### config.mk
export PLATFORM = sky130hd
export DESIGN_NAME = surplus_heater_power_ramp_unit
export DESIGN_NICKNAME = d
export VERILOG_FILES = /design/src/rtl/shp_pkg.sv /design/src/rtl/shp_ramp.sv /design/src/rtl/surplus_heater_power_ramp_unit.sv
export SDC_FILE = /design/constraint.sdc
export NUM_CORES = 1
export LEC_CHECK = 0
export ABC_AREA = 1
export BUFFER_PORTS_ARGS = -buffer_cell sky130_fd_sc_hd__buf_2
export CAP_MARGIN = 20
export CORE_UTILIZATION = 52
export DETAILED_ROUTE_END_ITERATION = 8
export PLACE_DENSITY = 0.67
export SYNTH_ARGS = -nofsm -noshare
export SYNTH_HDL_FRONTEND = slang
export SYNTH_SLANG_ARGS = --single-unit
### constraint.sdc
create_clock -name i_clk -period 4 [get_ports i_clk]
set_input_delay 1 -clock i_clk [delete_from_list [all_inputs] [get_ports i_clk]]
set_output_delay 1 -clock i_clk [all_outputs]
set_load 0.01 [all_outputs]
### src/rtl/shp_pkg.sv
`timescale 1ns / 1ps

package shp_pkg;

    localparam int unsigned POWER_W = 16;
    localparam int unsigned REPEAT_W = 8;
    localparam int unsigned COUNT_W = 16;

    localparam logic [15:0] SOC_LIMIT = 16'd95;
    localparam logic [15:0] PHASE_LIMIT = 16'd2500;
    localparam logic [15:0] POWER_RESET = 16'd300;
    localparam logic [15:0] COUNT_MAX = 16'hFFFF;

    // item kinds
    localparam logic [1:0] KIND_UPDATE = 2'd0;
    localparam logic [1:0] KIND_ERROR = 2'd1;
    localparam logic [1:0] KIND_TICK = 2'd2;
    localparam logic [1:0] KIND_SPARE = 2'd3;

    // measurement register slots
    localparam logic [2:0] SLOT_VOLTAGE = 3'd0;
    localparam logic [2:0] SLOT_CHARGE = 3'd1;
    localparam logic [2:0] SLOT_CURRENT = 3'd2;
    localparam logic [2:0] SLOT_PHASE_A = 3'd3;
    localparam logic [2:0] SLOT_PHASE_B = 3'd4;
    localparam logic [2:0] SLOT_PHASE_C = 3'd5;

    // configuration register indexes
    localparam logic [1:0] CFG_POWER_STEP = 2'd0;
    localparam logic [1:0] CFG_MAX_POWER = 2'd1;
    localparam logic [1:0] CFG_REPEAT_INC = 2'd2;
    localparam logic [1:0] CFG_REPEAT_DEC = 2'd3;

    localparam logic [15:0] CFG_POWER_STEP_RST = 16'd0;
    localparam logic [15:0] CFG_MAX_POWER_RST = 16'd0;
    localparam logic [7:0] CFG_REPEAT_INC_RST = 8'd2;
    localparam logic [7:0] CFG_REPEAT_DEC_RST = 8'd4;

    typedef struct packed {
        logic [POWER_W-1:0]  power_step;
        logic [POWER_W-1:0]  max_power;
        logic [REPEAT_W-1:0] repeat_increase;
        logic [REPEAT_W-1:0] repeat_decrease;
    } t_cfg;

endpackage

### src/rtl/shp_ramp.sv
`timescale 1ns / 1ps

module shp_ramp
    import shp_pkg::*;
(
    input  logic               i_clk,
    input  logic               i_rst_n,
    input  logic               i_accept,
    input  logic [1:0]         i_kind,
    input  logic [2:0]         i_reg_index,
    input  logic [15:0]        i_reg_value,
    input  logic               i_heater_on,
    input  t_cfg               i_cfg,
    output logic               o_emit,
    output logic [POWER_W-1:0] o_setpoint
);

    logic [15:0]        r_charge_level;
    logic [15:0]        r_battery_current;
    logic [15:0]        r_phase_a;
    logic [15:0]        r_phase_b;
    logic [15:0]        r_phase_c;
    logic               r_data_valid;
    logic [POWER_W-1:0] r_heater_power;
    logic               r_last_was_up;
    logic [COUNT_W-1:0] r_run_count;

    logic [POWER_W-1:0] n_heater_power;
    logic               n_last_was_up;
    logic [COUNT_W-1:0] n_run_count;

    logic               surplus;
    logic               current_pos;
    logic               same_dir;
    logic [COUNT_W-1:0] bumped;
    logic [POWER_W:0]   sum;
    logic               is_tick;

    assign is_tick = i_accept && (i_kind == KIND_TICK);
    assign current_pos = !r_battery_current[15] && (r_battery_current != 16'd0);
    assign surplus = (r_charge_level > SOC_LIMIT) && current_pos
                  && (r_phase_a < PHASE_LIMIT) && (r_phase_b < PHASE_LIMIT)
                  && (r_phase_c < PHASE_LIMIT) && i_heater_on;

    assign same_dir = surplus ? r_last_was_up : !r_last_was_up;
    assign bumped = !same_dir ? '0
                  : (r_run_count == COUNT_MAX) ? r_run_count
                  : r_run_count + 1'b1;
    assign sum = {1'b0, r_heater_power} + {1'b0, i_cfg.power_step};

    always_comb begin
        n_heater_power = r_heater_power;
        n_last_was_up = surplus;
        n_run_count = bumped;
        if (surplus) begin
            if ((r_heater_power <= i_cfg.max_power)
                && (bumped >= {{(COUNT_W-REPEAT_W){1'b0}}, i_cfg.repeat_increase})) begin
                n_heater_power = (sum < {1'b0, i_cfg.max_power}) ? sum[POWER_W-1:0]
                                                                 : i_cfg.max_power;
                n_run_count = '0;
            end
        end else begin
            if ((r_heater_power != '0)
                && (bumped > {{(COUNT_W-REPEAT_W){1'b0}}, i_cfg.repeat_decrease})) begin
                n_heater_power = (r_heater_power > i_cfg.power_step)
                               ? r_heater_power - i_cfg.power_step : '0;
                n_run_count = '0;
            end
        end
    end

    assign o_emit = is_tick && r_data_valid;
    assign o_setpoint = n_heater_power;

    always_ff @(posedge i_clk) begin
        if (!i_rst_n) begin
            r_charge_level <= '0;
            r_battery_current <= '0;
            r_phase_a <= '0;
            r_phase_b <= '0;
            r_phase_c <= '0;
            r_data_valid <= 1'b0;
            r_heater_power <= POWER_RESET;
            r_last_was_up <= 1'b1;
            r_run_count <= '0;
        end else if (i_accept) begin
            unique case (i_kind)
                KIND_UPDATE: begin
                    // voltage and unused slots only mark the data as fresh
                    unique case (i_reg_index)
                        SLOT_CHARGE:  r_charge_level <= i_reg_value;
                        SLOT_CURRENT: r_battery_current <= i_reg_value;
                        SLOT_PHASE_A: r_phase_a <= i_reg_value;
                        SLOT_PHASE_B: r_phase_b <= i_reg_value;
                        SLOT_PHASE_C: r_phase_c <= i_reg_value;
                        default: begin
                        end
                    endcase
                    r_data_valid <= 1'b1;
                end
                KIND_ERROR: begin
                    r_data_valid <= 1'b0;
                end
                KIND_TICK: begin
                    if (r_data_valid) begin
                        r_heater_power <= n_heater_power;
                        r_last_was_up <= n_last_was_up;
                        r_run_count <= n_run_count;
                    end else begin
                        r_heater_power <= '0;
                    end
                end
                default: begin
                end
            endcase
        end
    end

    a_stale_tick_zeroes: assert property (@(posedge i_clk) disable iff (!i_rst_n)
        is_tick && !r_data_valid |=> r_heater_power == '0)
        else $error("tick without data did not zero the heater power");

    a_error_clears_valid: assert property (@(posedge i_clk) disable iff (!i_rst_n)
        i_accept && (i_kind == KIND_ERROR) |=> !r_data_valid)
        else $error("read error left data marked valid");

    a_update_sets_valid: assert property (@(posedge i_clk) disable iff (!i_rst_n)
        i_accept && (i_kind == KIND_UPDATE) |=> r_data_valid)
        else $error("register update did not mark data valid");

    a_emit_tracks_power: assert property (@(posedge i_clk) disable iff (!i_rst_n)
        o_emit |=> r_heater_power == $past(o_setpoint))
        else $error("emitted setpoint differs from stored heater power");

endmodule

### src/rtl/surplus_heater_power_ramp_unit.sv
`timescale 1ns / 1ps

// Channel  | Direction | Handshake                      | Payload
// ---------+-----------+--------------------------------+----------------------------------------
// in       | input     | i_in_valid / o_in_ready        | i_kind, i_reg_index, i_reg_value,
//          |           |                                | i_heater_on
// out      | output    | o_out_valid / i_out_ready      | o_power_setpoint
// cfg      | input     | i_cfg_valid / o_cfg_ready      | i_cfg_index, i_cfg_data
//
// One item per cycle; a tick with valid data shows its setpoint in the cycle after its transfer.
// The output register sets the pace: the input is ready while it is empty or being drained.
// Configuration writes are always ready and take effect on the next cycle.
// Synchronous active-low reset: setpoint 300 W, run count 0, data invalid, repeats 2 and 4.
// A stalled output holds its setpoint and blocks further input transfers.

module surplus_heater_power_ramp_unit
    import shp_pkg::*;
(
    input  logic        i_clk,
    input  logic        i_rst_n,
    input  logic        i_in_valid,
    output logic        o_in_ready,
    input  logic [1:0]  i_kind,
    input  logic [2:0]  i_reg_index,
    input  logic [15:0] i_reg_value,
    input  logic        i_heater_on,
    output logic        o_out_valid,
    input  logic        i_out_ready,
    output logic [15:0] o_power_setpoint,
    input  logic        i_cfg_valid,
    output logic        o_cfg_ready,
    input  logic [1:0]  i_cfg_index,
    input  logic [15:0] i_cfg_data
);

    t_cfg               r_cfg;
    logic               r_out_valid;
    logic [POWER_W-1:0] r_out_power;
    logic               in_accept;
    logic               emit;
    logic [POWER_W-1:0] setpoint;

    assign o_cfg_ready = 1'b1;
    assign o_in_ready = !r_out_valid || i_out_ready;
    assign in_accept = i_in_valid && o_in_ready;

    always_ff @(posedge i_clk) begin
        if (!i_rst_n) begin
            r_cfg.power_step <= CFG_POWER_STEP_RST;
            r_cfg.max_power <= CFG_MAX_POWER_RST;
            r_cfg.repeat_increase <= CFG_REPEAT_INC_RST;
            r_cfg.repeat_decrease <= CFG_REPEAT_DEC_RST;
        end else if (i_cfg_valid) begin
            unique case (i_cfg_index)
                CFG_POWER_STEP: r_cfg.power_step <= i_cfg_data;
                CFG_MAX_POWER:  r_cfg.max_power <= i_cfg_data;
                CFG_REPEAT_INC: r_cfg.repeat_increase <= i_cfg_data[REPEAT_W-1:0];
                CFG_REPEAT_DEC: r_cfg.repeat_decrease <= i_cfg_data[REPEAT_W-1:0];
                default: begin
                end
            endcase
        end
    end

    shp_ramp u_ramp (
        .i_clk       (i_clk),
        .i_rst_n     (i_rst_n),
        .i_accept    (in_accept),
        .i_kind      (i_kind),
        .i_reg_index (i_reg_index),
        .i_reg_value (i_reg_value),
        .i_heater_on (i_heater_on),
        .i_cfg       (r_cfg),
        .o_emit      (emit),
        .o_setpoint  (setpoint)
    );

    // result register: refilled whenever it is empty or its transfer completes
    always_ff @(posedge i_clk) begin
        if (!i_rst_n) begin
            r_out_valid <= 1'b0;
        end else if (o_in_ready) begin
            r_out_valid <= emit;
        end
    end

    always_ff @(posedge i_clk) begin
        if (emit) begin
            r_out_power <= setpoint;
        end
    end

    assign o_out_valid = r_out_valid;
    assign o_power_setpoint = r_out_power;

    a_stall_blocks_input: assert property (@(posedge i_clk) disable iff (!i_rst_n)
        !o_in_ready |-> o_out_valid && !i_out_ready)
        else $error("input stalled without a pending result");

    a_emit_loads_output: assert property (@(posedge i_clk) disable iff (!i_rst_n)
        emit |=> o_out_valid && (o_power_setpoint == $past(setpoint)))
        else $error("emitted setpoint not presented on the output");

    a_no_phantom_result: assert property (@(posedge i_clk) disable iff (!i_rst_n)
        o_in_ready && !emit |=> !o_out_valid)
        else $error("result presented without an emitting item");

endmodule

Word level (Yosys, flattened, before mapping)
Index checks and enable logic that the tools add are counted.

cells by class
  magnitude comparators = 9
  add/subtract/negate cells = 3
  reduce and logical (&&, ||, !) cells = 32
  muxes and demuxes = 13
  eq/ne operators = 11

operators with widths
  operator                 number
  $mux W16                 11
  $lt A16 B12 Y1 const B   3
  $reduce_bool A16 Y1      2
  $reduce_and A3 Y1        6
  $add A16 B16 Y17         1
  $lt A17 B16 Y1           1
  $add A16 B1 Y16 const B  1
  $eq A16 B16 Y1 const B   1
  $ge A16 B8 Y1            1
  $gt A16 B16 Y1           1
  $gt A16 B7 Y1 const B    1
  $gt A16 B8 Y1            1
  $le A16 B16 Y1           1
  $sub A16 B16 Y16         1
  $reduce_and A2 Y1        6
  $logic_and A1 B1 Y1      11
  $eq A2 B2 Y1 const B     3
  $eq A3 B2 Y1 const B     2
  $eq A3 B3 Y1 const B     2
  $eq A2 B1 Y1 const B     2
  $logic_not A2 Y1         2
  $eq A3 B1 Y1 const B     1
  $logic_not A1 Y1         3
  $pmux W1 S2              1
  other kinds (3)          3

word-level totals
  bits of input ports = 45
  word-level logic and storage cells = 83
  register bits after elaboration = 179

Logic depth before layout (Yosys ltp)
  word-level depth = 14
  gate-level depth with buffers = 29

Modules after synthesis
Synthesis repeated with hierarchy kept, for this count alone.

unflattened totals
  cells, all modules = 1,713
  area total of the unflattened synthesis = 11,110.7 µm²

by module, submodules not included
  module                          area each (µm²)  sequential area each (µm²)  cells an instance  times used
  shp_ramp                        8,572.0          2,062.0                     1,380              1
  surplus_heater_power_ramp_unit  2,538.7          1,461.4                     333                1

Worst setup path before layout
No wires, ideal clock.

  kind = input -> register
  start = input i_heater_on
  end = register r_out_power[8], in the netlist o_power_setpoint[8], data pin
  path slack = 0.275 ns
  path buffers = 1
  data arrival time = 3.471 ns
  required time = 3.745 ns
  stages on the path = 19
  cell sequence = nand3_1 > nor2_1 > nand3_1 > nor2_1 > nand2_1 > nand2_2 > nand2_1 > a31oi_1 > ha_1 > a21oi_1 > o21ai_0 > a21oi_1 > o21bai_1 > a22oi_1 > nand3_2 > nand2_4 > buf_4 > o21ai_0 > and2_1

on the way
  cells in the longest elaborated chain, start to end = 7
  elaborated cells on any way between the ends = 10

ends and longest elaborated chain
  what                                                   line                                  text
  start: declaration                                     surplus_heater_power_ramp_unit.sv:26  input logic i_heater_on,
  $logic_and A1 B1 Y1 *                                  shp_ramp.sv:43                        && (r_phase_c < PHASE_LIMIT) && i_heater_on;
  $mux W1                                                shp_ramp.sv:45                        assign same_dir = surplus ? r_last_was_up : !r_last_was_up;
  $mux W16                                               shp_ramp.sv:46                        assign bumped = !same_dir ? '0
  $gt A16 B8 Y1 / $ge A16 B8 Y1 (equally long branches)  shp_ramp.sv:64, shp_ramp.sv:57
  $logic_and A1 B1 Y1 (on tied branches)                 shp_ramp.sv:64, shp_ramp.sv:57
  $mux W16 (on tied branches)                            shp_ramp.sv:63, shp_ramp.sv:56
  $mux W16 *                                             shp_ramp.sv:55                        if (surplus) begin
  named net setpoint[8]                                  surplus_heater_power_ramp_unit.sv:41  logic [POWER_W-1:0] setpoint;
  end signal: assignment                                 surplus_heater_power_ramp_unit.sv:89  r_out_power <= setpoint;
  end: declaration                                       surplus_heater_power_ramp_unit.sv:38  logic [POWER_W-1:0] r_out_power;

The timed path passes the listed nets; every way through them passes the cells marked *.
A chain may end at the register's enable or synchronous reset.

Final worst setup path
  start = register u_ramp.r_heater_power[0]
  end = register r_out_power[8], in the netlist o_power_setpoint[8], data pin

on the way
  cells in the longest elaborated chain, start to end = 5
  elaborated cells on any way between the ends = 13

ends and longest elaborated chain
  what                      line                                  text
  start: declaration        shp_ramp.sv:24                        logic [POWER_W-1:0] r_heater_power;
  start signal: assignment  shp_ramp.sv:106                       r_heater_power <= n_heater_power;
  $add A16 B16 Y17          shp_ramp.sv:49                        assign sum = {1'b0, r_heater_power} + {1'b0, i_cfg.power_step};
  $lt A17 B16 Y1            shp_ramp.sv:58                        n_heater_power = (sum < {1'b0, i_cfg.max_power}) ? sum[POWER_W-1:0]
  $mux W16                  shp_ramp.sv:58
  $mux W16                  shp_ramp.sv:56                        if ((r_heater_power <= i_cfg.max_power)
  $mux W16 *                shp_ramp.sv:55
  named net setpoint[8]     surplus_heater_power_ramp_unit.sv:41

Marks and branches as above.

==> results.sh <==
export IMPL_dp_cells=1834
export IMPL_cts_tree="built"
export IMPL_finalCriticalPeriod_ns=3.773
export IMPL_cts_max_level=4
export IMPL_placed_area_mm2=0.01130
export IMPL_gp_congestion=1.005
export IMPL_setup_viol_count_final=0
export IMPL_power_density_mw_per_mm2=353.2
export IMPL_detail_route_antenna_nets=0
export IMPL_p_leak_nw=5.419
export IMPL_yosys_top_cells_count="nand2_1 (267), a21oi_1 (197), inv_1 (190)"
export IMPL_critPathLaunchType="register"
export IMPL_die_area_mm2=0.02072
export IMPL_synthDistinctLibCells=50
export IMPL_yosys_top_cells_area="dfxtp_1 (29%), nand2_1 (9.6%), ha_1 (9.6%), a21oi_1 (9.4%), o21ai_0 (7.1%)"
export IMPL_detail_route_vias_per_cell=5.476
export IMPL_chipWidth_um=143.9
export IMPL_diodes=0
export IMPL_grt_use_total_pct=29.45
export IMPL_worstPathMaxFanout=5
export IMPL_crit_top_cell="nand2_1"
export IMPL_vias=10240
export IMPL_fillers=1839
export IMPL_layout_drive_gt1_share_pct=12.71
export IMPL_synthFlopType="dfxtp_1"
export IMPL_synthDominantAreaCellType="dfxtp_1"
export IMPL_clkTransAtPathRegs_ns=0.08
export IMPL_max_slew_worst_pin_slew_ns=0.9920
export IMPL_synth_top_area_share_pct=29.05
export IMPL_yosysSeqAreaShare_pct=33.63
export IMPL_cts_sinks=168
export IMPL_cp_arrival_ns=3.97
export IMPL_drtPass1Iterations=5
export IMPL_critical_path_class="register to register"
export IMPL_ios=64
export IMPL_max_freq_mhz=265.1
export IMPL_dieHeight_um=143.9
export IMPL_critical_path_slowest_cell="fa_2"
export IMPL_syn_inst=1515
export IMPL_clockRootBuffer="clkbuf_16"
export IMPL_syn_to_final_growth_pct=15.45
export IMPL_syn_num_nets=1642
export IMPL_drv_slew=0
export IMPL_grt_pass1_wl_um=46480
export IMPL_path_cells="ha_2, fa_2, nand2_1, nand3_2, a21oi_2, o21ai_0, xor2_1, ha_1, nand2_1, nor2_1, nor3_1, nand2_1, nand2_1, nand2_1, nand2_1, nand2_1, nand2_2, nand3_4, buf_8, o21ai_1, buf_4, o21ai_0, and2_1"
export IMPL_drc=0
export IMPL_synth_warnings=0
export IMPL_drt_iter0_drc=689
export IMPL_hold_violations=0
export IMPL_final_area_mm2=0.01210
export IMPL_outcome="completed"
export IMPL_cts_hold_buffers=0
export IMPL_io_buffers=62
export IMPL_cts_path_max_buffers=2
export IMPL_synth_edf_count=16
export IMPL_clock_latency_ns=0.45
export IMPL_hpwl_um=22170
export IMPL_end_kind="register"
export IMPL_numCtsBuffers=17
export IMPL_nets=1719
export IMPL_start_util_pct=53.48
export IMPL_overflow=0
export IMPL_synthArstFlopShare_pct=0
export IMPL_drt_total_wl_um=29950
export IMPL_max_slew_margin_pct=33.46
export IMPL_finalCritPeriodShare_pct=94.32
export IMPL_syn_area_mm2=0.01048
export IMPL_avgRoutedWirePerCell_um=16.01
export IMPL_grt_pass1_vias=9085
export IMPL_synth_ff_latch_count=168
export IMPL_slowest_delay_ns=0.43
export IMPL_rows=51
export IMPL_yosysMostFrequentCell="nand2_1"
export IMPL_cp_required_ns=4.20
export IMPL_fin_tns_setup_ns=0
export IMPL_ir_drop_mv=0.2859
export IMPL_grt_max_degree=117
export IMPL_finalNonFillerCells=1870
export IMPL_maxCapViolCount=0
export IMPL_grt_setup_unrepaired="true"
export IMPL_core_area_mm2=0.01959
export IMPL_clock_skew_ns=0.01555
export IMPL_syn_avg_cell_area_um2=6.915
export IMPL_hold_class="register to register"
export IMPL_antenna_found_initial=0
[cell usage in the layout, fill, tap and decap left out, drive strengths merged, types with 2 or more instances in the layout]
cell type    n
a21boi       4
and2        15
o21a         3
a31oi        5
o21bai       3
fa           2
o21ai      151
a21o         2
edfxtp      16
nor3        13
nor4b        2
xor2        22
nand4       30
xnor2        2
clkbuf      19
dfxtp      152
o211ai       9
nor3b        8
inv        199
nor4         8
buf        121
nand3      118
nor2       120
nand2      273
ha          80
clkinv      11
a21oi      197
a211oi       5
nand3b       5
or2          3
[path summary, 6_finish.rpt]
| check | start | end | slack, ns | depth (start not counted) |
|---|---|---|---|---|
| hold reg to reg | u_ramp.r_charge_level[9] | u_ramp.r_charge_level[9] | 0.45 | 2 |
| hold / removal | u_ramp.r_charge_level[9] | u_ramp.r_charge_level[9] | 0.45 | 2 |
| setup / recovery | u_ramp.r_heater_power[0] | o_power_setpoint[8] | 0.23 | 23 |
| setup reg to reg | u_ramp.r_heater_power[0] | o_power_setpoint[8] | 0.23 | 23 |
[worst max-delay path: cells and delay by family, from the launching register on]
| kind | cells | cell delay (ns) |
|---|---|---|
| buffers and inverters | 2 | 0.33 |
| XOR/XNOR | 1 | 0.25 |
| flip-flops | 1 | 0.35 |
| AND/OR/NAND/NOR | 13 | 1.21 |
| adder cells (fa/ha/maj) | 3 | 0.90 |
| AO/OA/AOI/OAI | 4 | 0.50 |
[state kept, by name (all words and copies together), names as in the netlist]
register	flops
u_ramp.r_heater_power	16
u_ramp.r_run_count	16
u_ramp.r_phase_b	14
u_ramp.r_charge_level	11
u_ramp.r_phase_a	14
o_power_setpoint	16
u_ramp.r_phase_c	14
u_ramp.r_data_valid	1
u_ramp.r_battery_current	16
r_cfg	48
o_out_valid	1
u_ramp.r_last_was_up	1
[power breakdown]
part | leakage (nW) | total (mW) | switching [mW] | internal [mW]
Sequential | 1.39 | 1.75 | 0.0165 | 1.73
Clock | 0.303 | 1.74 | 0.874 | 0.867
Combinational | 3.73 | 0.781 | 0.505 | 0.276
[stage by stage]
stage / utilization, % / hold WS (ns) / setup slack [ns] / power, mW
final: 61.74 / 0.4473 / 0.2272 / 4.272
after detailed placement: 57.69 / 0.4383 / -0.2167 / 2.489
after CTS: 60.93 / 0.4505 / 0.05861 / 4.231
after floorplan: - / 0.4230 / 0.2748 / 2.253
after global routing: 61.74 / 0.4698 / -0.04125 / 4.456
after global placement: 57.69 / 0.4328 / -0.1152 / 2.485
[area by class of cell]
cell class / instances / area (um2) / area share [%]
multi-input cells: 1087 / 6036 / 49.90
flip-flops and latches: 168 / 3526 / 29.15
repair buffers: 123 / 835.8 / 6.910
inverters: 195 / 732.0 / 6.051
clock buffers: 17 / 425.4 / 3.517
well taps: 265 / 331.6 / 2.741
clock inverters: 15 / 209.0 / 1.728
[cell families after synthesis]
kind of cell               count (synthesis)  synth area share [%]
and+or+nand+nor                          595                 25.32
AOI/OAI and AO/OA                        384                 19.28
buffers and inverters                    260                 9.698
DFF                                      168                 33.63
adders and majority gates                 82                 9.937
xor gates and xnor gates                  24                 2.006
other                                      1               0.03580
muxes                                      1               0.09555
[layer usage]
layer | track usage [%] | vias to the layer above | part of all wire, % | wire length, um
met1 | 37.05 | 4704 | 44 | 13260
met3 | 4.665 | 55 | 4.4 | 1318
met5 | 0 | - | 0 | 0
met2 | 49.43 | 281 | 48 | 14300
met4 | 13.16 | 0 | 3.5 | 1062
li1 | - | 5201 | - | -
[what timing repair did]
item,in CTS,in global routing
endpoints found under the hold margin,0,0
resized for setup,0,36
setup endpoints to repair,0,47
buffers inserted,0,2
Power figures use the tool's default switching activity.
